<file path="src/hw/rtl/assert_macros.svh">
// Assertion macros shared by the RTL of the SHA-256 hasher.
// Needs nothing else; take it in with a plain include.
`ifndef ASSERT_MACROS_SVH
`define ASSERT_MACROS_SVH

// Same-cycle implication, checked outside reset.
`define ASSERT_IMPLIES(label, clk_sig, rstn_sig, ante, cons) \
    label: assert property (@(posedge clk_sig) disable iff (!rstn_sig) (ante) |-> (cons)) \
        else $error("implication check failed");

// Next-cycle implication, checked outside reset.
`define ASSERT_NEXT(label, clk_sig, rstn_sig, ante, cons) \
    label: assert property (@(posedge clk_sig) disable iff (!rstn_sig) (ante) |=> (cons)) \
        else $error("next-cycle check failed");

`endif

</file>
<file path="src/hw/rtl/sha256mh_pkg.sv">
// Types, codes and constant tables for the SHA-256 hasher.
// No dependencies; compiled first.
package sha256mh_pkg;

    typedef struct packed {
        logic [31:0] message_word;
        logic [2:0]  byte_count;
        logic        end_of_message;
    } msg_item_t;

    typedef struct packed {
        logic [31:0] digest_word;
        logic [2:0]  word_index;
        logic        last_word;
    } digest_item_t;

    typedef enum logic [2:0] {
        ST_IDLE,
        ST_PAD,
        ST_ROUND,
        ST_FINISH,
        ST_OUTPUT
    } ctrl_state_t;

    // Padding progress of the message being closed
    typedef enum logic [2:0] {
        PH_NONE,
        PH_MARK,
        PH_ZERO,
        PH_LEN_LO,
        PH_DONE
    } pad_phase_t;

    // Source of the word shifted into the schedule window
    typedef enum logic [2:0] {
        SRC_INPUT,
        SRC_MARK,
        SRC_ZERO,
        SRC_LEN_HI,
        SRC_LEN_LO
    } word_src_t;

    typedef struct packed {
        logic       accept;
        logic       push;
        word_src_t  src;
        logic       load_vars;
        logic       round;
        logic [5:0] round_index;
        logic       finish;
        logic       out_load;
        logic [2:0] out_idx;
        logic       restart;
    } dp_cmd_t;

    typedef struct packed {
        logic eom;
        logic full_word;
    } dp_status_t;

    localparam logic [3:0]  LAST_SLOT       = 4'd15;
    localparam logic [3:0]  LENGTH_SLOT     = 4'd14;
    localparam logic [5:0]  LAST_ROUND      = 6'd63;
    localparam logic [2:0]  LAST_WORD_INDEX = 3'd7;
    localparam logic [2:0]  FULL_COUNT      = 3'd4;
    localparam logic [31:0] MARK_WORD       = 32'h8000_0000;

    localparam logic [31:0] HASH_IV [8] = '{
        32'h6a09e667, 32'hbb67ae85, 32'h3c6ef372, 32'ha54ff53a,
        32'h510e527f, 32'h9b05688c, 32'h1f83d9ab, 32'h5be0cd19
    };

    localparam logic [31:0] ROUND_K [64] = '{
        32'h428a2f98, 32'h71374491, 32'hb5c0fbcf, 32'he9b5dba5,
        32'h3956c25b, 32'h59f111f1, 32'h923f82a4, 32'hab1c5ed5,
        32'hd807aa98, 32'h12835b01, 32'h243185be, 32'h550c7dc3,
        32'h72be5d74, 32'h80deb1fe, 32'h9bdc06a7, 32'hc19bf174,
        32'he49b69c1, 32'hefbe4786, 32'h0fc19dc6, 32'h240ca1cc,
        32'h2de92c6f, 32'h4a7484aa, 32'h5cb0a9dc, 32'h76f988da,
        32'h983e5152, 32'ha831c66d, 32'hb00327c8, 32'hbf597fc7,
        32'hc6e00bf3, 32'hd5a79147, 32'h06ca6351, 32'h14292967,
        32'h27b70a85, 32'h2e1b2138, 32'h4d2c6dfc, 32'h53380d13,
        32'h650a7354, 32'h766a0abb, 32'h81c2c92e, 32'h92722c85,
        32'ha2bfe8a1, 32'ha81a664b, 32'hc24b8b70, 32'hc76c51a3,
        32'hd192e819, 32'hd6990624, 32'hf40e3585, 32'h106aa070,
        32'h19a4c116, 32'h1e376c08, 32'h2748774c, 32'h34b0bcb5,
        32'h391c0cb3, 32'h4ed8aa4a, 32'h5b9cca4f, 32'h682e6ff3,
        32'h748f82ee, 32'h78a5636f, 32'h84c87814, 32'h8cc70208,
        32'h90befffa, 32'ha4506ceb, 32'hbef9a3f7, 32'hc67178f2
    };

endpackage

</file>
<file path="src/hw/rtl/sha256mh_stream_if.sv">
// Valid/ready channel interfaces for message words and digest words.
// Depends on sha256mh_pkg for the payload types.
interface sha256mh_msg_if;
    import sha256mh_pkg::*;
    logic      valid;
    logic      ready;
    msg_item_t payload;
    modport source (output valid, output payload, input ready);
    modport sink (input valid, input payload, output ready);
endinterface

interface sha256mh_digest_if;
    import sha256mh_pkg::*;
    logic         valid;
    logic         ready;
    digest_item_t payload;
    modport source (output valid, output payload, input ready);
    modport sink (input valid, input payload, output ready);
endinterface

</file>
<file path="src/hw/rtl/sha256mh_ctrl.sv">
// Sequencer: block fill count, padding steps, round counter, digest readout.
// Depends on sha256mh_pkg.
module sha256mh_ctrl (
    input  logic                   clk,
    input  logic                   rst_n,
    input  logic                   msg_valid,
    output logic                   msg_ready,
    output logic                   digest_valid,
    input  logic                   digest_ready,
    input  sha256mh_pkg::dp_status_t status,
    output sha256mh_pkg::dp_cmd_t    cmd
);
    import sha256mh_pkg::*;

    ctrl_state_t state_reg, state_next;
    pad_phase_t  phase_reg, phase_next;
    logic [3:0]  wic_reg, wic_next;
    logic [5:0]  round_reg, round_next;
    logic [2:0]  out_idx_reg, out_idx_next;
    logic        out_valid_reg, out_valid_next;

    always_ff @(posedge clk or negedge rst_n)
    begin
        if (!rst_n)
        begin
            state_reg     <= ST_IDLE;
            phase_reg     <= PH_NONE;
            wic_reg       <= '0;
            round_reg     <= '0;
            out_idx_reg   <= '0;
            out_valid_reg <= 1'b0;
        end
        else
        begin
            state_reg     <= state_next;
            phase_reg     <= phase_next;
            wic_reg       <= wic_next;
            round_reg     <= round_next;
            out_idx_reg   <= out_idx_next;
            out_valid_reg <= out_valid_next;
        end
    end

    // Commands to the datapath
    always_comb
    begin
        cmd             = '0;
        cmd.src         = SRC_INPUT;
        cmd.round_index = round_reg;
        cmd.out_idx     = out_idx_reg;
        msg_ready       = (state_reg == ST_IDLE);
        digest_valid    = out_valid_reg;
        case (state_reg)
            ST_IDLE:
            begin
                cmd.accept = msg_valid;
                cmd.push   = msg_valid;
            end
            ST_PAD:
            begin
                cmd.push = 1'b1;
                case (phase_reg)
                    PH_MARK:   cmd.src = SRC_MARK;
                    PH_ZERO:   cmd.src = (wic_reg == LENGTH_SLOT) ? SRC_LEN_HI : SRC_ZERO;
                    PH_LEN_LO: cmd.src = SRC_LEN_LO;
                    default:   cmd.src = SRC_ZERO;
                endcase
            end
            ST_ROUND:  cmd.round  = 1'b1;
            ST_FINISH: cmd.finish = 1'b1;
            ST_OUTPUT:
            begin
                cmd.out_load = !out_valid_reg || digest_ready;
                cmd.restart  = cmd.out_load && (out_idx_reg == LAST_WORD_INDEX);
            end
            default: cmd = '0;
        endcase
        // the block-completing push also loads a..h for the rounds
        cmd.load_vars = cmd.push && (wic_reg == LAST_SLOT);
    end

    // Next state
    always_comb
    begin
        state_next     = state_reg;
        phase_next     = phase_reg;
        wic_next       = wic_reg;
        round_next     = round_reg;
        out_idx_next   = out_idx_reg;
        out_valid_next = out_valid_reg;

        if (cmd.out_load)
            out_valid_next = 1'b1;
        else if (digest_ready)
            out_valid_next = 1'b0;

        if (cmd.push)
        begin
            wic_next = wic_reg + 4'd1;
        end

        case (state_reg)
            ST_IDLE:
            begin
                if (cmd.accept && status.eom)
                begin
                    phase_next = status.full_word ? PH_MARK : PH_ZERO;
                    state_next = ST_PAD;
                end
            end
            ST_PAD:
            begin
                case (phase_reg)
                    PH_MARK:   phase_next = PH_ZERO;
                    PH_ZERO:   phase_next = (wic_reg == LENGTH_SLOT) ? PH_LEN_LO : PH_ZERO;
                    PH_LEN_LO: phase_next = PH_DONE;
                    default:   phase_next = phase_reg;
                endcase
            end
            ST_ROUND:
            begin
                round_next = round_reg + 6'd1;
                if (round_reg == LAST_ROUND)
                    state_next = ST_FINISH;
            end
            ST_FINISH:
            begin
                case (phase_reg)
                    PH_DONE: state_next = ST_OUTPUT;
                    PH_NONE: state_next = ST_IDLE;
                    default: state_next = ST_PAD;
                endcase
            end
            ST_OUTPUT:
            begin
                if (cmd.out_load)
                begin
                    out_idx_next = out_idx_reg + 3'd1;
                    if (out_idx_reg == LAST_WORD_INDEX)
                    begin
                        state_next = ST_IDLE;
                        phase_next = PH_NONE;
                    end
                end
            end
            default: state_next = ST_IDLE;
        endcase

        // a full block overrides the flow above: run the rounds first
        if (cmd.load_vars)
        begin
            state_next = ST_ROUND;
            round_next = '0;
        end
    end

endmodule

</file>
<file path="src/hw/rtl/sha256mh_datapath.sv">
// Hash state, working variables, schedule shift line, length and output register.
// Depends on sha256mh_pkg; driven by sha256mh_ctrl.
module sha256mh_datapath (
    input  logic                       clk,
    input  logic                       rst_n,
    input  sha256mh_pkg::dp_cmd_t      cmd,
    output sha256mh_pkg::dp_status_t   status,
    input  sha256mh_pkg::msg_item_t    msg,
    output sha256mh_pkg::digest_item_t result
);
    import sha256mh_pkg::*;

    function automatic logic [31:0] rotr(input logic [31:0] x, input int unsigned n);
        return (x >> n) | (x << (32 - n));
    endfunction

    logic [31:0]  h_reg [8];
    logic [31:0]  h_next [8];
    logic [31:0]  v_reg [8];
    logic [31:0]  v_next [8];
    logic [31:0]  w_reg [16];
    logic [31:0]  w_next [16];
    logic [63:0]  len_reg, len_next;
    digest_item_t out_reg, out_next;

    logic [2:0]  count_eff;
    logic [31:0] in_word;
    logic [31:0] push_word;
    logic [31:0] new_w;
    logic [31:0] t1, t2;
    logic [31:0] ssig0, ssig1, bsig0, bsig1, ch, maj;

    always_ff @(posedge clk or negedge rst_n)
    begin
        if (!rst_n)
        begin
            h_reg   <= HASH_IV;
            len_reg <= '0;
        end
        else
        begin
            h_reg   <= h_next;
            len_reg <= len_next;
        end
    end

    always_ff @(posedge clk)
    begin
        v_reg   <= v_next;
        w_reg   <= w_next;
        out_reg <= out_next;
    end

    assign result = out_reg;

    // Oversized counts and non-final words count as four bytes
    always_comb
    begin
        count_eff = (!msg.end_of_message || msg.byte_count > FULL_COUNT)
                    ? FULL_COUNT : msg.byte_count;
        status.eom       = msg.end_of_message;
        status.full_word = (count_eff == FULL_COUNT);
        // short final word: clear trailing bytes and merge the 0x80 mark
        case (count_eff)
            3'd0:    in_word = MARK_WORD;
            3'd1:    in_word = {msg.message_word[31:24], 24'h80_0000};
            3'd2:    in_word = {msg.message_word[31:16], 16'h8000};
            3'd3:    in_word = {msg.message_word[31:8], 8'h80};
            default: in_word = msg.message_word;
        endcase
    end

    always_comb
    begin
        case (cmd.src)
            SRC_INPUT:  push_word = in_word;
            SRC_MARK:   push_word = MARK_WORD;
            SRC_LEN_HI: push_word = len_reg[63:32];
            SRC_LEN_LO: push_word = len_reg[31:0];
            default:    push_word = '0;
        endcase
    end

    // Round logic; window holds W[t..t+15], w_reg[0] is this round's word
    always_comb
    begin
        ssig0 = rotr(w_reg[1], 7) ^ rotr(w_reg[1], 18) ^ (w_reg[1] >> 3);
        ssig1 = rotr(w_reg[14], 17) ^ rotr(w_reg[14], 19) ^ (w_reg[14] >> 10);
        new_w = w_reg[0] + ssig0 + w_reg[9] + ssig1;
        bsig1 = rotr(v_reg[4], 6) ^ rotr(v_reg[4], 11) ^ rotr(v_reg[4], 25);
        bsig0 = rotr(v_reg[0], 2) ^ rotr(v_reg[0], 13) ^ rotr(v_reg[0], 22);
        ch    = (v_reg[4] & v_reg[5]) ^ (~v_reg[4] & v_reg[6]);
        maj   = (v_reg[0] & v_reg[1]) ^ (v_reg[0] & v_reg[2]) ^ (v_reg[1] & v_reg[2]);
        t1    = v_reg[7] + bsig1 + ch + ROUND_K[cmd.round_index] + w_reg[0];
        t2    = bsig0 + maj;
    end

    always_comb
    begin
        w_next = w_reg;
        if (cmd.push || cmd.round)
        begin
            for (int i = 0; i < 15; i++)
                w_next[i] = w_reg[i + 1];
            w_next[15] = cmd.push ? push_word : new_w;
        end
    end

    always_comb
    begin
        v_next = v_reg;
        if (cmd.load_vars)
            v_next = h_reg;
        else if (cmd.round)
        begin
            for (int i = 1; i < 8; i++)
                v_next[i] = v_reg[i - 1];
            v_next[4] = v_reg[3] + t1;
            v_next[0] = t1 + t2;
        end
    end

    always_comb
    begin
        h_next   = h_reg;
        len_next = len_reg;
        if (cmd.finish)
        begin
            for (int i = 0; i < 8; i++)
                h_next[i] = h_reg[i] + v_reg[i];
        end
        else if (cmd.restart)
        begin
            h_next   = HASH_IV;
            len_next = '0;
        end
        if (cmd.accept)
            len_next = len_reg + {58'd0, count_eff, 3'd0};
    end

    always_comb
    begin
        out_next = out_reg;
        if (cmd.out_load)
        begin
            out_next.digest_word = h_reg[cmd.out_idx];
            out_next.word_index  = cmd.out_idx;
            out_next.last_word   = (cmd.out_idx == LAST_WORD_INDEX);
        end
    end

endmodule

</file>
<file path="src/hw/rtl/sha256_message_hasher_core.sv">
// SHA-256 message hasher, top level: sequencer plus datapath.
// Depends on sha256mh_pkg, the stream interfaces, sha256mh_ctrl, sha256mh_datapath
// and assert_macros.svh.
//
// Usage
//  - message: big-endian 32-bit words, first byte in bits 31..24. byte_count gives
//    the valid leading bytes of the final word (end_of_message set); it is taken as
//    four on every other word, and any count above four reads as four.
//  - digest: eight items per message, word_index 0 (most significant) to 7, with
//    last_word set on index 7.
//  - Timing: a word is taken each cycle while a block fills. The sixteenth word of a
//    block starts the compression: 64 rounds, one round per cycle through the
//    single round unit, then a fold of a..h into the hash; message.ready stays
//    low meanwhile.
//  - End of message: padding words (0x80 mark, zeros, 64-bit length) are pushed one
//    per cycle between compressions, plus an extra block if the length does not fit.
//    Digest words leave one per cycle unless stalled, through an output register.
//  - A stalled receiver holds the current digest word; the hash state waits until
//    all eight are loaded into the output register, then returns to its initial
//    value and the next message is taken while word 7 still waits.
//  - Reset (rst_n, asynchronous, active low) loads the initial hash values, clears
//    the length and the fill count and empties the output register.
`include "assert_macros.svh"

module sha256_message_hasher_core (
    input  logic              clk,
    input  logic              rst_n,
    sha256mh_msg_if.sink      message,
    sha256mh_digest_if.source digest
);
    import sha256mh_pkg::*;

    dp_cmd_t    cmd;
    dp_status_t status;

    sha256mh_ctrl u_ctrl (
        .clk          (clk),
        .rst_n        (rst_n),
        .msg_valid    (message.valid),
        .msg_ready    (message.ready),
        .digest_valid (digest.valid),
        .digest_ready (digest.ready),
        .status       (status),
        .cmd          (cmd)
    );

    sha256mh_datapath u_datapath (
        .clk    (clk),
        .rst_n  (rst_n),
        .cmd    (cmd),
        .status (status),
        .msg    (message.payload),
        .result (digest.payload)
    );

    // No message word may be taken while the round unit is busy
    `ASSERT_IMPLIES(a_no_accept_in_round, clk, rst_n, cmd.round, !message.ready)
    // Schedule window is either filled or stepped, never both
    `ASSERT_IMPLIES(a_push_xor_round, clk, rst_n, cmd.push, !cmd.round)
    // last_word marks exactly index 7
    `ASSERT_IMPLIES(a_last_flag, clk, rst_n, digest.valid,
        digest.payload.last_word == (digest.payload.word_index == LAST_WORD_INDEX))
    // A loaded block always goes straight into its rounds
    `ASSERT_NEXT(a_rounds_follow_load, clk, rst_n, cmd.load_vars, cmd.round)

endmodule

</file>
<file path="src/flat_wrapper.sv">
// flat-port wrapper written by rule: the top's interface ports become plain ports
module sha256_message_hasher_core_flat import sha256mh_pkg::*;
  (clk, rst_n, message_valid, message_payload, message_ready, digest_valid, digest_payload, digest_ready);
  sha256mh_msg_if message_i ();
  sha256mh_digest_if digest_i ();
  input  logic clk;
  input  logic rst_n;
  input wire logic [$bits(message_i.valid)-1:0] message_valid;
  input wire logic [$bits(message_i.payload)-1:0] message_payload;
  output wire logic [$bits(message_i.ready)-1:0] message_ready;
  output wire logic [$bits(digest_i.valid)-1:0] digest_valid;
  output wire logic [$bits(digest_i.payload)-1:0] digest_payload;
  input wire logic [$bits(digest_i.ready)-1:0] digest_ready;
  assign message_i.valid = message_valid;
  assign message_i.payload = message_payload;
  assign message_ready = message_i.ready;
  assign digest_valid = digest_i.valid;
  assign digest_payload = digest_i.payload;
  assign digest_i.ready = digest_ready;
  sha256_message_hasher_core u_core (.clk(clk), .rst_n(rst_n), .message(message_i), .digest(digest_i));
endmodule
</file>
<file path="config.mk">
export PLATFORM = sky130hd
export DESIGN_NAME = sha256_message_hasher_core_flat
export DESIGN_NICKNAME = d
export VERILOG_FILES = /design/src/hw/rtl/sha256mh_pkg.sv /design/src/hw/rtl/sha256mh_stream_if.sv /design/src/hw/rtl/sha256mh_ctrl.sv /design/src/hw/rtl/sha256mh_datapath.sv /design/src/hw/rtl/sha256_message_hasher_core.sv /design/src/flat_wrapper.sv
export VERILOG_INCLUDE_DIRS = /design/src /design/src/hw/rtl
export SDC_FILE = /design/constraint.sdc
export NUM_CORES = 2
export LEC_CHECK = 0
export BUFFER_PORTS_ARGS = -buffer_cell sky130_fd_sc_hd__buf_2
export CAP_MARGIN = 20
export CORE_ASPECT_RATIO = 2
export CORE_MARGIN = 2
export CORE_UTILIZATION = 60
export DETAILED_ROUTE_END_ITERATION = 8
export PLACE_DENSITY = 0.84
export SLEW_MARGIN = 10
export SYNTH_ARGS = -nofsm -noshare
export SYNTH_HDL_FRONTEND = slang
export SYNTH_SLANG_ARGS = --single-unit
</file>
<file path="constraint.sdc">
create_clock -name clk -period 34.4 [get_ports clk]
set_input_delay 6.88 -clock clk [delete_from_list [all_inputs] [get_ports clk]]
set_output_delay 6.88 -clock clk [all_outputs]
set_load 0.05 [all_outputs]
</file>
# Word level (Yosys, flattened, before mapping)
# Memories as Yosys holds them, arrays and structs flattened.
# Index checks and enable logic that the tools add are counted.
[classes]
n_addsub = 22
n_lt_le_gt_ge = 3
n_eq_ne = 30
muxes = 42
bitwise_logic = 29
reduce_logical = 23
[op_table]
columns = ["operator", "count"]
rows = [
  ["$mux W256", 4],
  ["$add A32 B32 Y32", 18],
  ["$xor A32 B32 Y32", 9],
  ["$pmux W32 S4", 2],
  ["$mux W64", 3],
  ["$and A32 B32 Y32", 5],
  ["$mux W32", 5],
  ["$bmux W32 S3", 1],
  ["$add A64 B6 Y64", 1],
  ["$not A32 Y32", 1],
  ["$or A10 B32 Y32", 1],
  ["$or A13 B32 Y32", 1],
  ["$or A14 B32 Y32", 1],
  ["$or A15 B32 Y32", 1],
  ["$or A19 B32 Y32", 1],
  ["$or A21 B32 Y32", 1],
  ["$or A25 B32 Y32", 1],
  ["$or A26 B32 Y32", 1],
  ["$or A30 B32 Y32", 1],
  ["$or A7 B32 Y32", 1],
  ["$xor A32 B22 Y32", 1],
  ["$xor A32 B29 Y32", 1],
  ["$mux W3", 9],
  ["$pmux W3 S3", 3],
  ["other kinds (33)", 76],
]
[totals]
ff_bits = 1144
mem_bits_ro = 2048
in_bits = 40
elab_cells = 192
n_memories = 1
[mem_list]
columns = ["memory", "depth", "width", "read_ports", "rd_ports_with_merged_regs", "wr", "line", "rtl"]
rows = [
  ["(name not given)", 64, 32, 1, 0, 0, "sha256mh_datapath.sv:94", "t1 = v_reg[7] + bsig1 + ch + ROUND_K[cmd.round_index] + w_reg[0];"],
]

# Depth between registers and ports, before layout
[depth]
ltp_word = 12
ltp_mapped = 42
ltp_nobuf = 40

# Cells and area by module
# Synthesis repeated with hierarchy kept, for this count alone.
[hier_totals]
cells_unflattened = 6368
hier_area_um2 = 71287.1
[modules_own_cells]
columns = ["mod", "instances", "cells_per_inst", "area_per_inst_um2", "seq_area_each_um2"]
rows = [
  ["sha256mh_datapath", 1, 6248, 70071.0, 32245.9],
  ["sha256mh_ctrl", 1, 120, 1216.2, 500.5],
]

# Worst setup path before layout
# Ideal clock, no wire load.
[synth_path]
path_type = "input to register"
start = "input message_valid"
end = "register u_core.u_datapath.w_reg[0] (netlist bit) (enable)"
setup_time_ns = 3.656
arrival_ns = 15.795
setup_slack_ns = 14.950
path_stages = 4
path_cell_list = "nor4b_4 > nor2_1 > clkbuf_1 > nand2_1"
[synth_via]
elab_chain_len = 2
[synth_rtl]
columns = ["element", "line", "rtl"]
rows = [
  ["start: declaration", "flat_wrapper.sv:8", "input wire logic [$bits(message_i.valid)-1:0] message_valid;"],
  ["$pmux W1 S2", "sha256mh_ctrl.sv:53", "case (state_reg)"],
  ["$logic_or A1 B1 Y1", "sha256mh_datapath.sv:101", "if (cmd.push || cmd.round)"],
  ["end signal: assignment", "sha256mh_datapath.sv:50", "w_reg <= w_next;"],
  ["end: declaration", "sha256mh_datapath.sv:21", "logic [31:0] w_reg [16];"],
]
# Every way passes these cells.
# A chain may end at the register's enable or synchronous reset.

==> run summary <==
Proportion of synthesized flip-flops having asynchronous set or reset: 29.5%
Via Count: 58.5k
Number of core rows: 179
Number of distinct library cells after synthesis: 89
Initial antenna violation count: 12
Synth Warn #: 0
First-pass iteration count of the detailed router: 9
Synthesized net count: 7862
Total Die Area: 123000 um^2
Min Tclk post-route: 11510 ps
Tightest Pin Transition: 1300 ps
CTS tree: done
Max FFs per register: 512
Post-synthesis cell count: 7229
Max incr delay on CP: 820 ps
HPWL Detailed: 194000 um
Post-detailed-route via-to-cell ratio: 6.63
Worst setup slack before clock tree synthesis: 22710 ps
Most used flip-flop cell after synthesis: sky130_fd_sc_hd__edfxtp_1
Number of I/O port buffers: 77
Nature of the critical path startpoint: register
Maximum fanout along the worst path: 25
Quantity of gates resized following cts: 0
Slew HR: 12.2%
Setup Crit Path Kind: reg2reg
Fin. max-slew vios: 0
# setup viols final: 0
Worst Path Required: 34890 ps
Post-synthesis register bit count: 1141
Maximum number of pins on one net before global-route repair: 188
Wire length on met3: 19100 um
Violated checks: DRC
Post-Synthesis Cell Area: 71900 um^2
Final RePlAce weighted congestion: 1.04
Largest area contributor in the synthesized netlist: sky130_fd_sc_hd__edfxtp_1
CP endpoint kind: register
Commonest cells after routing, fill and taps aside: 1103 x sky130_fd_sc_hd__nand2_1, 804 x sky130_fd_sc_hd__edfxtp_1, 501 x sky130_fd_sc_hd__o21ai_0
Worst-path cell with the longest stage delay: sky130_fd_sc_hd__o31ai_1
Clock sink count: 1141
Overall global routing resource usage: 43.0%
Sequential area share after synthesis: 45.6%
Detailed Route WL: 265000 um
Final hold slack: 388 ps
Run status: finished, violations left
Chip Width: 249 um
Arrival time of data at the critical path endpoint: 12000 ps
Area share of the largest cell type after synthesis: 33.6%
NumNets Final: 7821
Starting DRC count in detailed routing: 6139
Layout Utilization: 65.4%
CTS Buffer Depth: 3
Total of hold buffers inserted after clock tree synthesis: 0
Area grow syn2layout: 8.22%
Global-route wire length before repair: 384000 um
Buf+Inv Stages, Crit Path: 5
Number of enable flip-flop cells after synthesis: 804
Final hold violation count: 0
Final-layout setup total negative slack: 0 ps
Detail-routed net length per standard cell: 30.0 um
Effective utilization at floorplan: 60.4%
Worst hold-check path type: reg2reg
Proportion of layout cells with a drive suffix above 1: 8.26%
Top routing layer in use: met5
Family of cells with the greatest summed delay on the critical path: compound AO/OA/AOI/OAI gates
Most common cell after layout, fill and taps aside: sky130_fd_sc_hd__nand2_1
Number of H-tree levels: 3
Die outline height: 493 um
Global route overflow: 0
Wire length on met2: 128000 um
Clock Latency Late Sink: 810 ps
Highest Clock Rate: 0.0869 GHz
Remaining antenna violation count: 0
Avg Synthesized Cell Area: 9.94 um^2
Number of DRC violations after detailed routing: 20
Number of top-level design ports: 78
Core outline area: 119000 um^2
Final Cycle Share: 33.5%
Post CTS Setup Buffer Count: 0
Met1 Wirelength: 80500 um
Setup repair after global routing missed its margin: no
Total clock buffers created by CTS: 102
Clock edge transition at the registers on the reported setup and hold paths: 70 ps
Top area cells in the synthesized netlist: sky130_fd_sc_hd__edfxtp_1 34%, sky130_fd_sc_hd__dfrtp_1 7.0%, sky130_fd_sc_hd__ha_1 6.9%
Max Cap Violations: 0
Post-route worst setup slack: 22890 ps
Final setup skew: 78.1 ps
Via count of the first global-routing pass: 59.5k
Cell at the root of the clock tree: sky130_fd_sc_hd__clkbuf_16
## final timing paths
path / depth (start not counted) / slack, ps / end / from
max: 36 / 22890 / u_core.u_datapath.v_reg[253] / u_core.u_ctrl.state_reg[1]
min: 0 / 390 / u_core.u_datapath.w_reg[256] / u_core.u_datapath.w_reg[224]
max reg2reg: 36 / 22890 / u_core.u_datapath.v_reg[253] / u_core.u_ctrl.state_reg[1]
min reg2reg: 0 / 390 / u_core.u_datapath.w_reg[256] / u_core.u_datapath.w_reg[224]
max in group asynchronous: 3 / 25950 / u_core.u_datapath.h_reg[255] / rst_n
min in group asynchronous: 1 / 6120 / u_core.u_datapath.len_reg[57] / rst_n
## per-layer routing
metal / track usage [%] / up-vias
met5: 0 / -
met4: 48.1 / 4
met3: 7.79 / 1344
met2: 73.2 / 3325
met1: 41.7 / 28200
li1: - / 25600
## synthesized netlist by cell type, types with 136 or more instances
master                     number
sky130_fd_sc_hd__fa_1         196
sky130_fd_sc_hd__inv_1        394
sky130_fd_sc_hd__edfxtp_1     804
sky130_fd_sc_hd__ha_1         397
sky130_fd_sc_hd__dfstp_2      136
sky130_fd_sc_hd__nand2_1     1111
sky130_fd_sc_hd__clkbuf_1     310
sky130_fd_sc_hd__xnor2_1      340
sky130_fd_sc_hd__o21ai_0      503
sky130_fd_sc_hd__xor2_1       273
sky130_fd_sc_hd__nand3_1      251
sky130_fd_sc_hd__a21oi_1      484
sky130_fd_sc_hd__a21o_1       189
sky130_fd_sc_hd__nor2_1       417
sky130_fd_sc_hd__dfrtp_1      201
## worst register-to-register path, delay by kind of cell, from the launching register on
family          cells  cell delay [ps]
compound gates     16             4610
fa+ha+maj           7             2920
simple gates        6             1600
buf+inv             5              980
flops               1              610
xor+xnor            2              510
## through the flow
| stage | instance area (um^2) | cells |
|---|---|---|
| after floorplan | 71900 | 7229 |
| after global placement | 73900 | 8614 |
| after detailed placement | 73900 | 8615 |
| after CTS | 77600 | 8809 |
| after global routing | 77800 | 8822 |
| final | 77800 | 8825 |
## kinds of logic (layout without fill, tap and decap cells)
family / after synthesis / in the layout / share of synthesized area [%]
compound gates: 1808 / 1808 / 15.8
xor+xnor: 613 / 613 / 7.47
fa+ha+maj: 606 / 606 / 12.6
buf+inv: 749 / 798 / 3.94
flops: 1141 / 1141 / 45.6
mux: 51 / 51 / 0.735
other cells: 0 / 9 / 0
simple gates: 2261 / 2261 / 13.9
## layout make-up
cell class              count  area, um^2
diodes                      9        22.5
clock inverters            67         925
flip-flops and latches   1141       32700
repair buffers            207        1520
well taps                1538        1920
multi-input cells        5339       36400
fillers                  9315       41100
inverters                 397        1490
clock buffers             127        2750
Power is not shown: default switching activity piles up to over one toggle a cycle in this logic, so the estimate is an artifact.
